$ cat src/hdl/pib_pkg.sv
// pib_pkg: shared constants and types for the periodic image buffer.
// No dependencies.

package pib_pkg;

  localparam int MAX_X_REACH_DEF = 1;
  localparam int MAX_RESULTS     = 26;
  localparam int CNT_W           = $clog2(MAX_RESULTS);
  localparam int IDX_W           = 24;
  localparam int LEN_W           = 31;
  localparam int CFG_AW          = 5;

  localparam logic [LEN_W-1:0] BOX_LEN_RST = LEN_W'(65536);
  localparam logic [LEN_W-1:0] BUF_W_RST   = '0;

  typedef enum logic [2:0] {
    REG_BOX_LEN_X    = 3'd0,
    REG_BOX_LEN_Y    = 3'd1,
    REG_BOX_LEN_Z    = 3'd2,
    REG_BUFFER_WIDTH = 3'd3,
    REG_TWO_D_MODE   = 3'd4
  } cfg_reg_t;

endpackage

$ cat src/hdl/pib_in_if.sv
// pib_in_if: input channel carrying one particle position and index.
// Depends on pib_pkg.

interface pib_in_if;
  logic                          valid;
  logic                          ready;
  logic signed [31:0]            pos_x;
  logic signed [31:0]            pos_y;
  logic signed [31:0]            pos_z;
  logic [pib_pkg::IDX_W-1:0]     particle_index;

  modport source (output valid, pos_x, pos_y, pos_z, particle_index, input ready);
  modport sink   (input valid, pos_x, pos_y, pos_z, particle_index, output ready);
endinterface

$ cat src/hdl/pib_out_if.sv
// pib_out_if: result channel carrying one periodic image.
// Depends on pib_pkg.

interface pib_out_if;
  logic                          valid;
  logic                          ready;
  logic signed [31:0]            image_x;
  logic signed [31:0]            image_y;
  logic signed [31:0]            image_z;
  logic [pib_pkg::IDX_W-1:0]     source_index;
  logic                          last_image;

  modport source (output valid, image_x, image_y, image_z, source_index, last_image,
                  input ready);
  modport sink   (input valid, image_x, image_y, image_z, source_index, last_image,
                  output ready);
endinterface

$ cat src/hdl/pib_emitter.sv
// pib_emitter: walks the candidate mask of one item, issuing one image per cycle unless out_item stalls.
// Depends on pib_pkg and pib_out_if.

module pib_emitter #(
  parameter int MAX_X_REACH = pib_pkg::MAX_X_REACH_DEF
) (
  input  logic                           clk,
  input  logic                           rst_n,
  input  logic                           s3_valid,
  output logic                           s3_ready,
  input  logic [(2*MAX_X_REACH+1)*9-1:0] s3_vec,
  input  logic signed [31:0]             s3_xs [2*MAX_X_REACH+1],
  input  logic signed [31:0]             s3_ys [3],
  input  logic signed [31:0]             s3_zs [3],
  input  logic [pib_pkg::IDX_W-1:0]      s3_idx,
  pib_out_if.source                      out_item
);

  localparam int NX = 2 * MAX_X_REACH + 1;
  localparam int NC = NX * 9;
  localparam int XW = $clog2(NX);
  localparam int PW = $clog2(NC);

  logic                         em_v_r;
  logic [NC-1:0]                vec_r;
  logic [pib_pkg::CNT_W-1:0]    cnt_r;
  logic signed [31:0]           xs_r [NX];
  logic signed [31:0]           ys_r [3];
  logic signed [31:0]           zs_r [3];
  logic [pib_pkg::IDX_W-1:0]    idx_r;

  logic                         out_v_r;
  logic signed [31:0]           out_x_r;
  logic signed [31:0]           out_y_r;
  logic signed [31:0]           out_z_r;
  logic [pib_pkg::IDX_W-1:0]    out_idx_r;
  logic                         out_last_r;

  logic          found;
  logic [XW-1:0] sel_x;
  logic [1:0]    sel_y;
  logic [1:0]    sel_z;
  logic [PW-1:0] sel_p;
  logic [NC-1:0] rem;
  logic          last;
  logic          em_adv;
  logic          em_take;

  // lowest set candidate in loop order
  always_comb begin
    found = 1'b0;
    sel_x = '0;
    sel_y = '0;
    sel_z = '0;
    sel_p = '0;
    for (int gx = 0; gx < NX; gx++) begin
      for (int gy = 0; gy < 3; gy++) begin
        for (int gz = 0; gz < 3; gz++) begin
          if (!found && vec_r[gx*9+gy*3+gz]) begin
            found = 1'b1;
            sel_x = XW'(gx);
            sel_y = 2'(gy);
            sel_z = 2'(gz);
            sel_p = PW'(gx*9+gy*3+gz);
          end
        end
      end
    end
  end

  assign rem      = vec_r & ~(NC'(1) << sel_p);
  assign last     = (rem == '0) || (cnt_r == pib_pkg::CNT_W'(pib_pkg::MAX_RESULTS - 1));
  assign em_adv   = em_v_r && (!out_v_r || out_item.ready);
  assign s3_ready = !em_v_r || (em_adv && last);
  assign em_take  = s3_valid && s3_ready;

  always_ff @(posedge clk) begin
    if (!rst_n) begin
      em_v_r <= 1'b0;
    end else if (em_take) begin
      em_v_r <= |s3_vec;
    end else if (em_adv && last) begin
      em_v_r <= 1'b0;
    end
  end

  always_ff @(posedge clk) begin
    if (em_take) begin
      vec_r <= s3_vec;
      cnt_r <= '0;
      xs_r  <= s3_xs;
      ys_r  <= s3_ys;
      zs_r  <= s3_zs;
      idx_r <= s3_idx;
    end else if (em_adv) begin
      vec_r <= rem;
      cnt_r <= cnt_r + 1'b1;
    end
  end

  always_ff @(posedge clk) begin
    if (!rst_n) begin
      out_v_r <= 1'b0;
    end else if (em_adv) begin
      out_v_r <= 1'b1;
    end else if (out_item.ready) begin
      out_v_r <= 1'b0;
    end
  end

  always_ff @(posedge clk) begin
    if (em_adv) begin
      out_x_r    <= xs_r[sel_x];
      out_y_r    <= ys_r[sel_y];
      out_z_r    <= zs_r[sel_z];
      out_idx_r  <= idx_r;
      out_last_r <= last;
    end
  end

  assign out_item.valid        = out_v_r;
  assign out_item.image_x      = out_x_r;
  assign out_item.image_y      = out_y_r;
  assign out_item.image_z      = out_z_r;
  assign out_item.source_index = out_idx_r;
  assign out_item.last_image   = out_last_r;

endmodule

$ cat src/hdl/periodic_image_buffer_top.sv
// periodic_image_buffer_top: periodic ghost images of one particle, APB config.
// Depends on pib_pkg, pib_in_if, pib_out_if and pib_emitter.
//
//   channel   direction  handshake            payload
//   in_item   in         valid/ready          pos_x, pos_y, pos_z, particle_index
//   out_item  out        valid/ready          image_x/y/z, source_index, last_image
//   config    in         APB psel/penable     box lengths, buffer width, 2D flag
//
// Three register stages (input, shifted coordinates, inside test with candidate mask)
// feed the emitter, which issues one image per cycle from its candidate mask while
// out_item does not stall. An item yields at most 26 images. The first image of an
// item passes the input, shifted-coordinate and mask stages, then the emitter's mask
// and output registers, before it is offered on out_item.
// Reset is synchronous, active low; stalls on out_item back up the stages in order.

module periodic_image_buffer_top #(
  parameter int MAX_X_REACH = pib_pkg::MAX_X_REACH_DEF
) (
  input  logic                       clk,
  input  logic                       rst_n,
  pib_in_if.sink                     in_item,
  pib_out_if.source                  out_item,
  input  logic                       psel,
  input  logic                       penable,
  input  logic                       pwrite,
  input  logic [pib_pkg::CFG_AW-1:0] paddr,
  input  logic [31:0]                pwdata,
  output logic [31:0]                prdata,
  output logic                       pready
);

  localparam int NX = 2 * MAX_X_REACH + 1;
  localparam int NC = NX * 9;
  localparam int RW = $clog2(MAX_X_REACH + 1);
  localparam int CW = 33 + RW;
  localparam int LW = CW + 2;
  localparam int L  = pib_pkg::LEN_W;

  // configuration
  logic [L-1:0] lx_r, ly_r, lz_r, buf_r;
  logic         two_d_r;
  logic [32:0]  lim_x_r, lim_y_r, lim_z_r;
  logic [RW-1:0] reach_r, reach_nxt;
  logic         cfg_wr;

  assign pready = 1'b1;
  assign cfg_wr = psel && penable && pwrite;

  always_ff @(posedge clk) begin
    if (!rst_n) begin
      lx_r    <= pib_pkg::BOX_LEN_RST;
      ly_r    <= pib_pkg::BOX_LEN_RST;
      lz_r    <= pib_pkg::BOX_LEN_RST;
      buf_r   <= pib_pkg::BUF_W_RST;
      two_d_r <= 1'b0;
    end else if (cfg_wr) begin
      unique case (paddr[4:2])
        pib_pkg::REG_BOX_LEN_X:    lx_r    <= pwdata[L-1:0];
        pib_pkg::REG_BOX_LEN_Y:    ly_r    <= pwdata[L-1:0];
        pib_pkg::REG_BOX_LEN_Z:    lz_r    <= pwdata[L-1:0];
        pib_pkg::REG_BUFFER_WIDTH: buf_r   <= pwdata[L-1:0];
        pib_pkg::REG_TWO_D_MODE:   two_d_r <= pwdata[0];
        default: ;
      endcase
    end
  end

  always_comb begin
    unique case (paddr[4:2])
      pib_pkg::REG_BOX_LEN_X:    prdata = 32'(lx_r);
      pib_pkg::REG_BOX_LEN_Y:    prdata = 32'(ly_r);
      pib_pkg::REG_BOX_LEN_Z:    prdata = 32'(lz_r);
      pib_pkg::REG_BUFFER_WIDTH: prdata = 32'(buf_r);
      pib_pkg::REG_TWO_D_MODE:   prdata = 32'(two_d_r);
      default:                   prdata = '0;
    endcase
  end

  // x reach: ceil(buf / lx) >= m exactly when buf > (m-1)*lx
  always_comb begin
    reach_nxt = '0;
    for (int m = 1; m <= MAX_X_REACH; m++) begin
      if (33'(buf_r) > 33'(lx_r) * 33'(m - 1)) begin
        reach_nxt = RW'(m);
      end
    end
  end

  always_ff @(posedge clk) begin
    reach_r <= reach_nxt;
    lim_x_r <= 33'(lx_r) + {1'b0, buf_r, 1'b0};
    lim_y_r <= 33'(ly_r) + {1'b0, buf_r, 1'b0};
    lim_z_r <= 33'(lz_r) + {1'b0, buf_r, 1'b0};
  end

  function automatic logic in_box(logic signed [CW-1:0] c, logic [32:0] lim);
    logic signed [LW-1:0] tw;
    logic signed [LW-1:0] ls;
    tw = LW'(c) + LW'(c);
    ls = LW'(lim);
    return (tw < ls) && (tw > -ls);
  endfunction

  function automatic logic signed [31:0] sat32(logic signed [CW-1:0] c);
    if (c[CW-1:31] == '0 || c[CW-1:31] == '1) begin
      return c[31:0];
    end
    return c[CW-1] ? 32'sh8000_0000 : 32'sh7FFF_FFFF;
  endfunction

  // pipeline control
  logic v1_r, v2_r, v3_r;
  logic rdy1, rdy2, rdy3;
  logic em_ready;

  assign rdy3          = !v3_r || em_ready;
  assign rdy2          = !v2_r || rdy3;
  assign rdy1          = !v1_r || rdy2;
  assign in_item.ready = rdy1;

  always_ff @(posedge clk) begin
    if (!rst_n) begin
      v1_r <= 1'b0;
      v2_r <= 1'b0;
      v3_r <= 1'b0;
    end else begin
      if (rdy1) v1_r <= in_item.valid;
      if (rdy2) v2_r <= v1_r;
      if (rdy3) v3_r <= v2_r;
    end
  end

  // stage 1: input register
  logic signed [31:0]        s1_px_r, s1_py_r, s1_pz_r;
  logic [pib_pkg::IDX_W-1:0] s1_idx_r;

  always_ff @(posedge clk) begin
    if (rdy1) begin
      s1_px_r  <= in_item.pos_x;
      s1_py_r  <= in_item.pos_y;
      s1_pz_r  <= in_item.pos_z;
      s1_idx_r <= in_item.particle_index;
    end
  end

  // stage 2: shifted coordinates
  logic signed [CW-1:0]      x_c_nxt [NX];
  logic signed [CW-1:0]      y_c_nxt [3];
  logic signed [CW-1:0]      z_c_nxt [3];
  logic signed [CW-1:0]      x_c_r   [NX];
  logic signed [CW-1:0]      y_c_r   [3];
  logic signed [CW-1:0]      z_c_r   [3];
  logic [pib_pkg::IDX_W-1:0] s2_idx_r;
  logic signed [CW-1:0]      lx_s, ly_s, lz_s;

  assign lx_s = CW'(lx_r);
  assign ly_s = CW'(ly_r);
  assign lz_s = CW'(lz_r);

  for (genvar g = 0; g < NX; g++) begin : g_xc
    localparam int OFF = g - MAX_X_REACH;
    assign x_c_nxt[g] = CW'(s1_px_r) + CW'(OFF) * lx_s;
  end

  for (genvar g = 0; g < 3; g++) begin : g_yzc
    localparam int OFF = g - 1;
    assign y_c_nxt[g] = CW'(s1_py_r) + CW'(OFF) * ly_s;
    assign z_c_nxt[g] = CW'(s1_pz_r) + CW'(OFF) * lz_s;
  end

  always_ff @(posedge clk) begin
    if (rdy2) begin
      x_c_r    <= x_c_nxt;
      y_c_r    <= y_c_nxt;
      z_c_r    <= z_c_nxt;
      s2_idx_r <= s1_idx_r;
    end
  end

  // stage 3: inside tests, saturation and candidate mask
  logic [NX-1:0]             xm;
  logic [2:0]                ym, zm;
  logic [NC-1:0]             vec_nxt, s3_vec_r;
  logic signed [31:0]        xs_nxt [NX];
  logic signed [31:0]        ys_nxt [3];
  logic signed [31:0]        zs_nxt [3];
  logic signed [31:0]        s3_xs_r [NX];
  logic signed [31:0]        s3_ys_r [3];
  logic signed [31:0]        s3_zs_r [3];
  logic [pib_pkg::IDX_W-1:0] s3_idx_r;

  for (genvar g = 0; g < NX; g++) begin : g_xm
    localparam int OFF  = g - MAX_X_REACH;
    localparam int AOFF = (OFF < 0) ? -OFF : OFF;
    assign xm[g]     = in_box(x_c_r[g], lim_x_r) && (RW'(AOFF) <= reach_r);
    assign xs_nxt[g] = sat32(x_c_r[g]);
  end

  for (genvar g = 0; g < 3; g++) begin : g_yzm
    assign ym[g]     = in_box(y_c_r[g], lim_y_r);
    assign zm[g]     = two_d_r ? (g == 1) : in_box(z_c_r[g], lim_z_r);
    assign ys_nxt[g] = sat32(y_c_r[g]);
    assign zs_nxt[g] = two_d_r ? 32'sd0 : sat32(z_c_r[g]);
  end

  for (genvar gx = 0; gx < NX; gx++) begin : g_vx
    for (genvar gy = 0; gy < 3; gy++) begin : g_vy
      for (genvar gz = 0; gz < 3; gz++) begin : g_vz
        localparam bit CENTRE = (gx == MAX_X_REACH) && (gy == 1) && (gz == 1);
        assign vec_nxt[gx*9+gy*3+gz] = !CENTRE && xm[gx] && ym[gy] && zm[gz];
      end
    end
  end

  always_ff @(posedge clk) begin
    if (rdy3) begin
      s3_vec_r <= vec_nxt;
      s3_xs_r  <= xs_nxt;
      s3_ys_r  <= ys_nxt;
      s3_zs_r  <= zs_nxt;
      s3_idx_r <= s2_idx_r;
    end
  end

  pib_emitter #(
    .MAX_X_REACH (MAX_X_REACH)
  ) u_emitter (
    .clk      (clk),
    .rst_n    (rst_n),
    .s3_valid (v3_r),
    .s3_ready (em_ready),
    .s3_vec   (s3_vec_r),
    .s3_xs    (s3_xs_r),
    .s3_ys    (s3_ys_r),
    .s3_zs    (s3_zs_r),
    .s3_idx   (s3_idx_r),
    .out_item (out_item)
  );

endmodule

$ cat src/flat_wrapper.sv
// flat-port wrapper written by rule: the top's interface ports become plain ports
module periodic_image_buffer_top_flat 
#(
  parameter int MAX_X_REACH = pib_pkg::MAX_X_REACH_DEF
)
  (clk, rst_n, psel, penable, pwrite, paddr, pwdata, prdata, pready, in_item_valid, in_item_pos_x, in_item_pos_y, in_item_pos_z, in_item_particle_index, in_item_ready, out_item_valid, out_item_image_x, out_item_image_y, out_item_image_z, out_item_source_index, out_item_last_image, out_item_ready);
  pib_in_if in_item_i ();
  pib_out_if out_item_i ();
  input  logic clk;
  input  logic rst_n;
  input  logic psel;
  input  logic penable;
  input  logic pwrite;
  input  logic [pib_pkg::CFG_AW-1:0] paddr;
  input  logic [31:0] pwdata;
  output logic [31:0] prdata;
  output logic pready;
  input wire logic [$bits(in_item_i.valid)-1:0] in_item_valid;
  input wire logic [$bits(in_item_i.pos_x)-1:0] in_item_pos_x;
  input wire logic [$bits(in_item_i.pos_y)-1:0] in_item_pos_y;
  input wire logic [$bits(in_item_i.pos_z)-1:0] in_item_pos_z;
  input wire logic [$bits(in_item_i.particle_index)-1:0] in_item_particle_index;
  output wire logic [$bits(in_item_i.ready)-1:0] in_item_ready;
  output wire logic [$bits(out_item_i.valid)-1:0] out_item_valid;
  output wire logic [$bits(out_item_i.image_x)-1:0] out_item_image_x;
  output wire logic [$bits(out_item_i.image_y)-1:0] out_item_image_y;
  output wire logic [$bits(out_item_i.image_z)-1:0] out_item_image_z;
  output wire logic [$bits(out_item_i.source_index)-1:0] out_item_source_index;
  output wire logic [$bits(out_item_i.last_image)-1:0] out_item_last_image;
  input wire logic [$bits(out_item_i.ready)-1:0] out_item_ready;
  assign in_item_i.valid = in_item_valid;
  assign in_item_i.pos_x = in_item_pos_x;
  assign in_item_i.pos_y = in_item_pos_y;
  assign in_item_i.pos_z = in_item_pos_z;
  assign in_item_i.particle_index = in_item_particle_index;
  assign in_item_ready = in_item_i.ready;
  assign out_item_valid = out_item_i.valid;
  assign out_item_image_x = out_item_i.image_x;
  assign out_item_image_y = out_item_i.image_y;
  assign out_item_image_z = out_item_i.image_z;
  assign out_item_source_index = out_item_i.source_index;
  assign out_item_last_image = out_item_i.last_image;
  assign out_item_i.ready = out_item_ready;
  periodic_image_buffer_top #(.MAX_X_REACH(MAX_X_REACH)) u_core (.clk(clk), .rst_n(rst_n), .in_item(in_item_i), .out_item(out_item_i), .psel(psel), .penable(penable), .pwrite(pwrite), .paddr(paddr), .pwdata(pwdata), .prdata(prdata), .pready(pready));
endmodule
$ cat config.mk
export PLATFORM = sky130hd
export DESIGN_NAME = periodic_image_buffer_top_flat
export DESIGN_NICKNAME = d
export VERILOG_FILES = /design/src/hdl/pib_pkg.sv /design/src/hdl/pib_in_if.sv /design/src/hdl/pib_out_if.sv /design/src/hdl/pib_emitter.sv /design/src/hdl/periodic_image_buffer_top.sv /design/src/flat_wrapper.sv
export SDC_FILE = /design/constraint.sdc
export NUM_CORES = 2
export LEC_CHECK = 0
export ABC_AREA = 1
export BUFFER_PORTS_ARGS = -buffer_cell sky130_fd_sc_hd__buf_2
export CAP_MARGIN = 40
export CORE_ASPECT_RATIO = 1.4
export CORE_UTILIZATION = 55
export CTS_CLUSTER_DIAMETER = 80
export DETAILED_ROUTE_END_ITERATION = 8
export PLACE_DENSITY = 0.75
export SLEW_MARGIN = 20
export SYNTH_ARGS = -nofsm -noshare
export SYNTH_HDL_FRONTEND = slang
export SYNTH_HIERARCHICAL = 1
export SYNTH_SLANG_ARGS = --single-unit
$ cat constraint.sdc
create_clock -name clk -period 42.6 [get_ports clk]
set_input_delay 0 -clock clk [delete_from_list [all_inputs] [get_ports clk]]
set_output_delay 0 -clock clk [all_outputs]
set_load 0.01 [all_outputs]
* After elaboration in Yosys (flattened, before gate mapping)
Cells that the tools add are included.
Storage, ports and cells: memory bits (writable) 0, memory bits (read-only) 0, register bits after elaboration 1474, input bits 164, memories kept 0, word-level logic and storage cells 446, output and inout port bits 156, latch bits 0
Operators by class: $mul 0, $lt $le $gt $ge 24, reduce and logical (&&, ||, !) cells 144, shift operators 1, muxes and demuxes 176, add/subtract/negate cells 25, eq/ne operators 14, bitwise logic cells 5, divide/modulo/power cells 0
Operators with widths (number):
- 32-bit 2-to-1 mux | 33
- 36-bit > comparator | 9
- 36-bit by 34-bit < comparator with 1-bit output | 9
- 32-bit by 32-bit adder with 33-bit output | 6
- 32-bit binary-select mux with 2-bit select | 3
- 31-bit one-hot mux with 5 select lines | 1
- 2-bit 2-to-1 mux | 65
- 5-bit 2-to-1 mux | 25
- 33-bit negator with 36-bit output | 3
- 34-bit by 34-bit adder with 35-bit output | 3
- 32-bit by 34-bit adder with 34-bit output | 3
- 33-bit by 33-bit adder with 34-bit output | 3
- 31-bit negator with 34-bit output | 3
- 31-bit by 32-bit adder with 33-bit output | 3
- 1-bit logical AND | 78
- 27-bit 2-to-1 mux | 2
- 1-bit 2-to-1 mux | 47
- 31-bit by 1-bit > comparator with 1-bit output, second input constant | 1
- 1-bit logical NOT | 31
- 3-bit == test, second input constant | 10
- 3-bit logical NOT | 10
- 27-bit bitwise AND | 1
- 27-bit logical NOT | 1
- 27-bit NOT | 1
- 12 further kinds | 38

* Depth between registers and ports, before layout
depth in word-level cells 89, gate-level depth with buffers 31, gate-level depth less buffers 31

* By module
The synthesis kept the hierarchy.
By module, submodules not included:
- periodic_image_buffer_top | cells each 6766, area each 62682.6 µm², instances 1
- pib_emitter | cells each 1091, area each 17485.5 µm², instances 1

* Worst setup path before layout
Ideal clock, no wire load.
kind reg-to-reg, from reg u_core.u_emitter.out_v_r, in the netlist u_core/u_emitter/out_item.valid, to reg u_core/s2_idx_r[0] in the netlist's numbering (enable), cell stages (with the launch flop) 12, arrival time 17.841 ns, period minus slack after synthesis 18.478 ns, required time 41.963 ns, setup slack 24.122 ns, cell sequence dfxtp_1 nand2_1 nand2_1 inv_1 nand2_1 nand2_2 buf_6 buf_6 inv_1 nand2_1 nor2_1 inv_1
Between the ends: longest elaborated chain between the ends 7
Ends and longest elaborated chain:
- start, declared | line pib_emitter.sv:32 | logic out_v_r;
- start signal, assigned | line pib_emitter.sv:103 | out_v_r <= 1'b0;
- start signal, assigned | line pib_emitter.sv:105 | out_v_r <= 1'b1;
- start signal, assigned | line pib_emitter.sv:107 | out_v_r <= 1'b0;
- 1-bit logical NOT | line pib_emitter.sv:73 | assign em_adv = em_v_r && (!out_v_r || out_item.ready);
- 1-bit logical OR | line pib_emitter.sv:73
- 1-bit logical AND | line pib_emitter.sv:73
- net u_core.u_emitter.em_adv | line pib_emitter.sv:46 | logic em_adv;
- 1-bit logical AND | line pib_emitter.sv:74 | assign s3_ready = !em_v_r || (em_adv && last);
- 1-bit logical OR | line pib_emitter.sv:74
- net u_core.em_ready | line periodic_image_buffer_top.sv:114 | logic em_ready;
- 1-bit logical OR | line periodic_image_buffer_top.sv:116 | assign rdy3 = !v3_r || em_ready;
- net u_core.rdy3 | line periodic_image_buffer_top.sv:113 | logic rdy1, rdy2, rdy3;
- 1-bit logical OR | line periodic_image_buffer_top.sv:117 | assign rdy2 = !v2_r || rdy3;
- net u_core.rdy2 | line periodic_image_buffer_top.sv:113
- end signal, assigned | line periodic_image_buffer_top.sv:176 | s2_idx_r <= s1_idx_r;
- end, declared | line periodic_image_buffer_top.sv:153 | logic [pib_pkg::IDX_W-1:0] s2_idx_r;
The timed path passes the listed nets, and every way through them passes these cells. A chain may end at the register's enable or synchronous reset.

* Final worst setup path
from reg u_core.u_emitter.vec_r[0], to reg u_core/x_c_r[62] in the netlist's numbering (enable)
Between the ends: longest elaborated chain between the ends 88
Ends and longest elaborated chain:
- start, declared | line pib_emitter.sv:25 | logic [NC-1:0] vec_r;
- start signal, assigned | line pib_emitter.sv:89 | vec_r <= s3_vec;
- start signal, assigned | line pib_emitter.sv:96 | vec_r <= rem;
- 1-bit 2-to-1 mux | line pib_emitter.sv:59 | if (!found && vec_r[gx*9+gy*3+gz]) begin
- 1-bit logical NOT | line pib_emitter.sv:59
- 1-bit logical AND | line pib_emitter.sv:59
- 1-bit 2-to-1 mux | line pib_emitter.sv:59
- 1-bit logical NOT | line pib_emitter.sv:59
- 1-bit logical AND | line pib_emitter.sv:59
- 1-bit 2-to-1 mux | line pib_emitter.sv:59
- 1-bit logical NOT | line pib_emitter.sv:59
- [... 76 more ...]
- net u_core.u_emitter.last | line pib_emitter.sv:45 | logic last;
- 1-bit logical AND (*) | line pib_emitter.sv:74
- 1-bit logical OR (*) | line pib_emitter.sv:74
- net u_core.em_ready | line periodic_image_buffer_top.sv:114
- 1-bit logical OR (*) | line periodic_image_buffer_top.sv:116
- net u_core.rdy3 | line periodic_image_buffer_top.sv:113
- 1-bit logical OR (*) | line periodic_image_buffer_top.sv:117
- net u_core.rdy2 | line periodic_image_buffer_top.sv:113
- end signal, assigned | line periodic_image_buffer_top.sv:173 | x_c_r <= x_c_nxt;
- end, declared | line periodic_image_buffer_top.sv:150 | logic signed [CW-1:0] x_c_r [NX];
The timed path passes the listed nets; every way through them passes the cells marked *.

==> reports/results.ini <==
[power]
max-vdd-ir-drop_uv=40.3
power.density_nw_per_um2=38.1
leakage_nw=39.8
p_total_mw=3.49

[clock_tree]
cts.sinks=1471
cts-root-buf=clkbuf_16
cts_max_level=4
cts_made_buffers=142
post_cts_buffers=0
cts_tree=done
clock_latency_ns=0.81
cts.clk_slew.worst_paths_ns=0.06
cts_buffer_depth=3

[setup_path]
critPathLaunchType=flip-flop
slowest_delay_ns=0.68
ff2ff_path_depth=23
crit_type=flip-flop to flip-flop
cp.required_ns=43.08
path_cells=nor2_4, nand3_2, nor2_4, nand4_4, nor2_4, nand4_4, nor4_1, nor2_1, nor2_1, nand4_1, nor4_1, nand4_1, nand2_1, nand2_1, nand2_2, inv_1, nand2_4, nor2_1, inv_8, buf_4, buf_4, buf_4, buf_16
crit_arrival_ns=7.71
path_max_fanout=74
endpoint_kind=flip-flop
crit_slowest_cell=buf_4

[placement]
globalplace.congestion=1.05
io_buffers=314
place_ws_ns=35.25
place_area_um2=84000
dp_hpwl_mm=202
dp_cells=9945

[sta]
max_freq_mhz=138
skew_ns=0.0235
setup-violations-final=0
worst_pin_slew_ns=1.02
relSlewSlack_pct=31.3
setup_ws_ns=35.37
final-hold-violation-count=0
rsz0062_at_grt=no
slew_violations=0
min_period_ns=7.23
final.setup.tns_ns=0
timing.hold.ws_ns=0.0367
min_period_over_period_pct=17.0

[global_routing]
antenna_found_initial=17
grt_max_degree=93
grt_pass1_vias=60392
grt_pass1_wl_mm=379
grt_usage_pct=35.1
overflow=0

[synth]
synth_cell_types=66
syn_avg_cell_area_um2=10.2
ys_ff_latch=1471
postSynth.asyncResetShare_pct=0
ys.flop_type=edfxtp_1
synth_enable_flop_cells=1236
syn-cell-area_um2=80200
synthCells=7857
ys_seq_area_share_pct=52.2
yosysWarningCount=6

[route]
wl_mm=261
vias=61281
drc=0
wl_per_cell_um=24.8
drtPass1Iterations=6
final_antenna_net_count=0
viasPerCell=5.83
drt_first_iter_violations=5460

[finish]
final_core_util_pct=63.5
nNetsFinal=9510
stdcell_area_um2=91700
final_cells=10517
final_cell_mix=1236 x edfxtp_1, 1117 x nand2_1, 899 x inv_1, 866 x ha_1, 830 x a21oi_1
layout-drive-gt1-share_pct=9.44
area_growth_pct=14.4
layout_commonest_cell=edfxtp_1

[die]
coreArea_um2=145000
dieHeight_um=454
ios=320
fp-row-count=165
die-area_um2=147000
initial_core_util_pct=55.5
die_w_um=325

[status]
run_status=completed

[hold_path]
worstHoldPathType=primary input to flip-flop
holdPathStages=4

[run]
drv_cap=0

==> sequential cells by signal (all words and copies together) (netlist names), 32 cells and up <==
| name | flops |
|---|---|
| u_core/u_emitter/out_item.image_z | 32 |
| u_core/y_c_r | 98 |
| u_core/lim_x_r | 33 |
| u_core/z_c_r | 98 |
| u_core/s1_pz_r | 32 |
| u_core/s3_zs_r | 96 |
| u_core/u_emitter/out_item.image_x | 32 |
| u_core/s3_ys_r | 96 |
| u_core/u_emitter/zs_r | 96 |
| u_core/lim_z_r | 33 |
| u_core/u_emitter/out_item.image_y | 32 |
| u_core/s1_px_r | 32 |
| u_core/s3_xs_r | 96 |
| u_core/s1_py_r | 32 |
| u_core/x_c_r | 98 |
| u_core/u_emitter/xs_r | 96 |
| u_core/lim_y_r | 33 |
| u_core/u_emitter/ys_r | 96 |
==> critical path, delay by kind of cell (launching register included) <==
kind / cells / cell delay [ns]
buf+inv: 6 / 2.77
flops: 1 / 0.45
simple gates: 17 / 3.53
==> power breakdown <==
group	total, mW	internal, mW	switching, mW
Sequential	1.76	1.67	0.0822
Combinational	0.462	0.172	0.289
Clock	1.27	0.704	0.571
Total	3.49	2.55	0.942
==> per-layer routing <==
layer / vias to the layer above / GRT usage [%] / wire length (µm)
li1: 28771 / - / -
met1: 29327 / 41.2 / 99600
met2: 2449 / 59.0 / 124000
met3: 728 / 4.71 / 15300
met4: 6 / 26.4 / 22600
met5: - / 0 / 33
==> area by class of cell <==
cell class	count	area, µm²
Clock inverter	92	831
Fill cell	11652	52800
Clock buffer	172	3850
Tap cell	1920	2400
Inverter	913	3450
Antenna cell	12	30.0
Timing Repair Buffer	683	5270
Sequential cell	1471	41800
Multi-Input combinational cell	5254	34100
==> kinds of logic (layout without fill, tap and decap cells) <==
logic type	after synthesis	count (layout)	share of synthesized area, %
simple gates	2298	2298	12.4
compound gates	1673	1673	11.6
flops	1471	1471	52.2
buf+inv	1134	1860	5.40
fa+ha+maj	881	881	13.9
xor+xnor	334	334	3.65
mux	64	64	0.899
other cells	2	16	0.00937
==> cells in the mapped netlist (24+ instances only) <==
master / instances / share of area (%)
nor4_1: 53 / 0.41
a21oi_1: 830 / 5.2
or2_2: 36 / 0.28
mux2_2: 64 / 0.90
nand4_1: 128 / 1.0
a21o_1: 30 / 0.28
nor3_1: 99 / 0.62
dfxtp_1: 235 / 5.9
a31oi_1: 45 / 0.35
o21ai_0: 410 / 2.6
o211ai_1: 66 / 0.62
inv_1: 901 / 4.2
clkbuf_1: 185 / 0.87
xnor2_1: 37 / 0.40
edfxtp_1: 1236 / 46
o22ai_1: 52 / 0.41
nand2_1: 1122 / 5.3
o21a_1: 39 / 0.37
ha_1: 866 / 14
nor2_1: 612 / 2.9
xor2_1: 297 / 3.2
nand3_1: 171 / 1.1
o21ai_1: 61 / 0.38
a21boi_1: 33 / 0.31
a211oi_1: 24 / 0.22
==> path summary, 6_finish.rpt <==
| kind | to | startpoint | slack, ns |
|---|---|---|---|
| setup / recovery | u_core/x_c_r[62]$_DFFE_PP_ | u_core/u_emitter/vec_r[0]$_DFFE_PP_ | 35.37 |
| hold / removal | u_core/lz_r[2]$_SDFFE_PN0P_ | rst_n | 0.04 |
| setup reg to reg | u_core/x_c_r[62]$_DFFE_PP_ | u_core/u_emitter/vec_r[0]$_DFFE_PP_ | 35.37 |
| hold reg to reg | u_core/u_emitter/ys_r[72]$_DFFE_PP_ | u_core/s3_ys_r[72]$_DFFE_PP_ | 0.40 |
==> timing repair <==
item,CTS,global route
gates resized for setup,0,0
endpoints found under the hold margin,252,0
hold buffers,288,0
(Power assumes the default switching activity.)
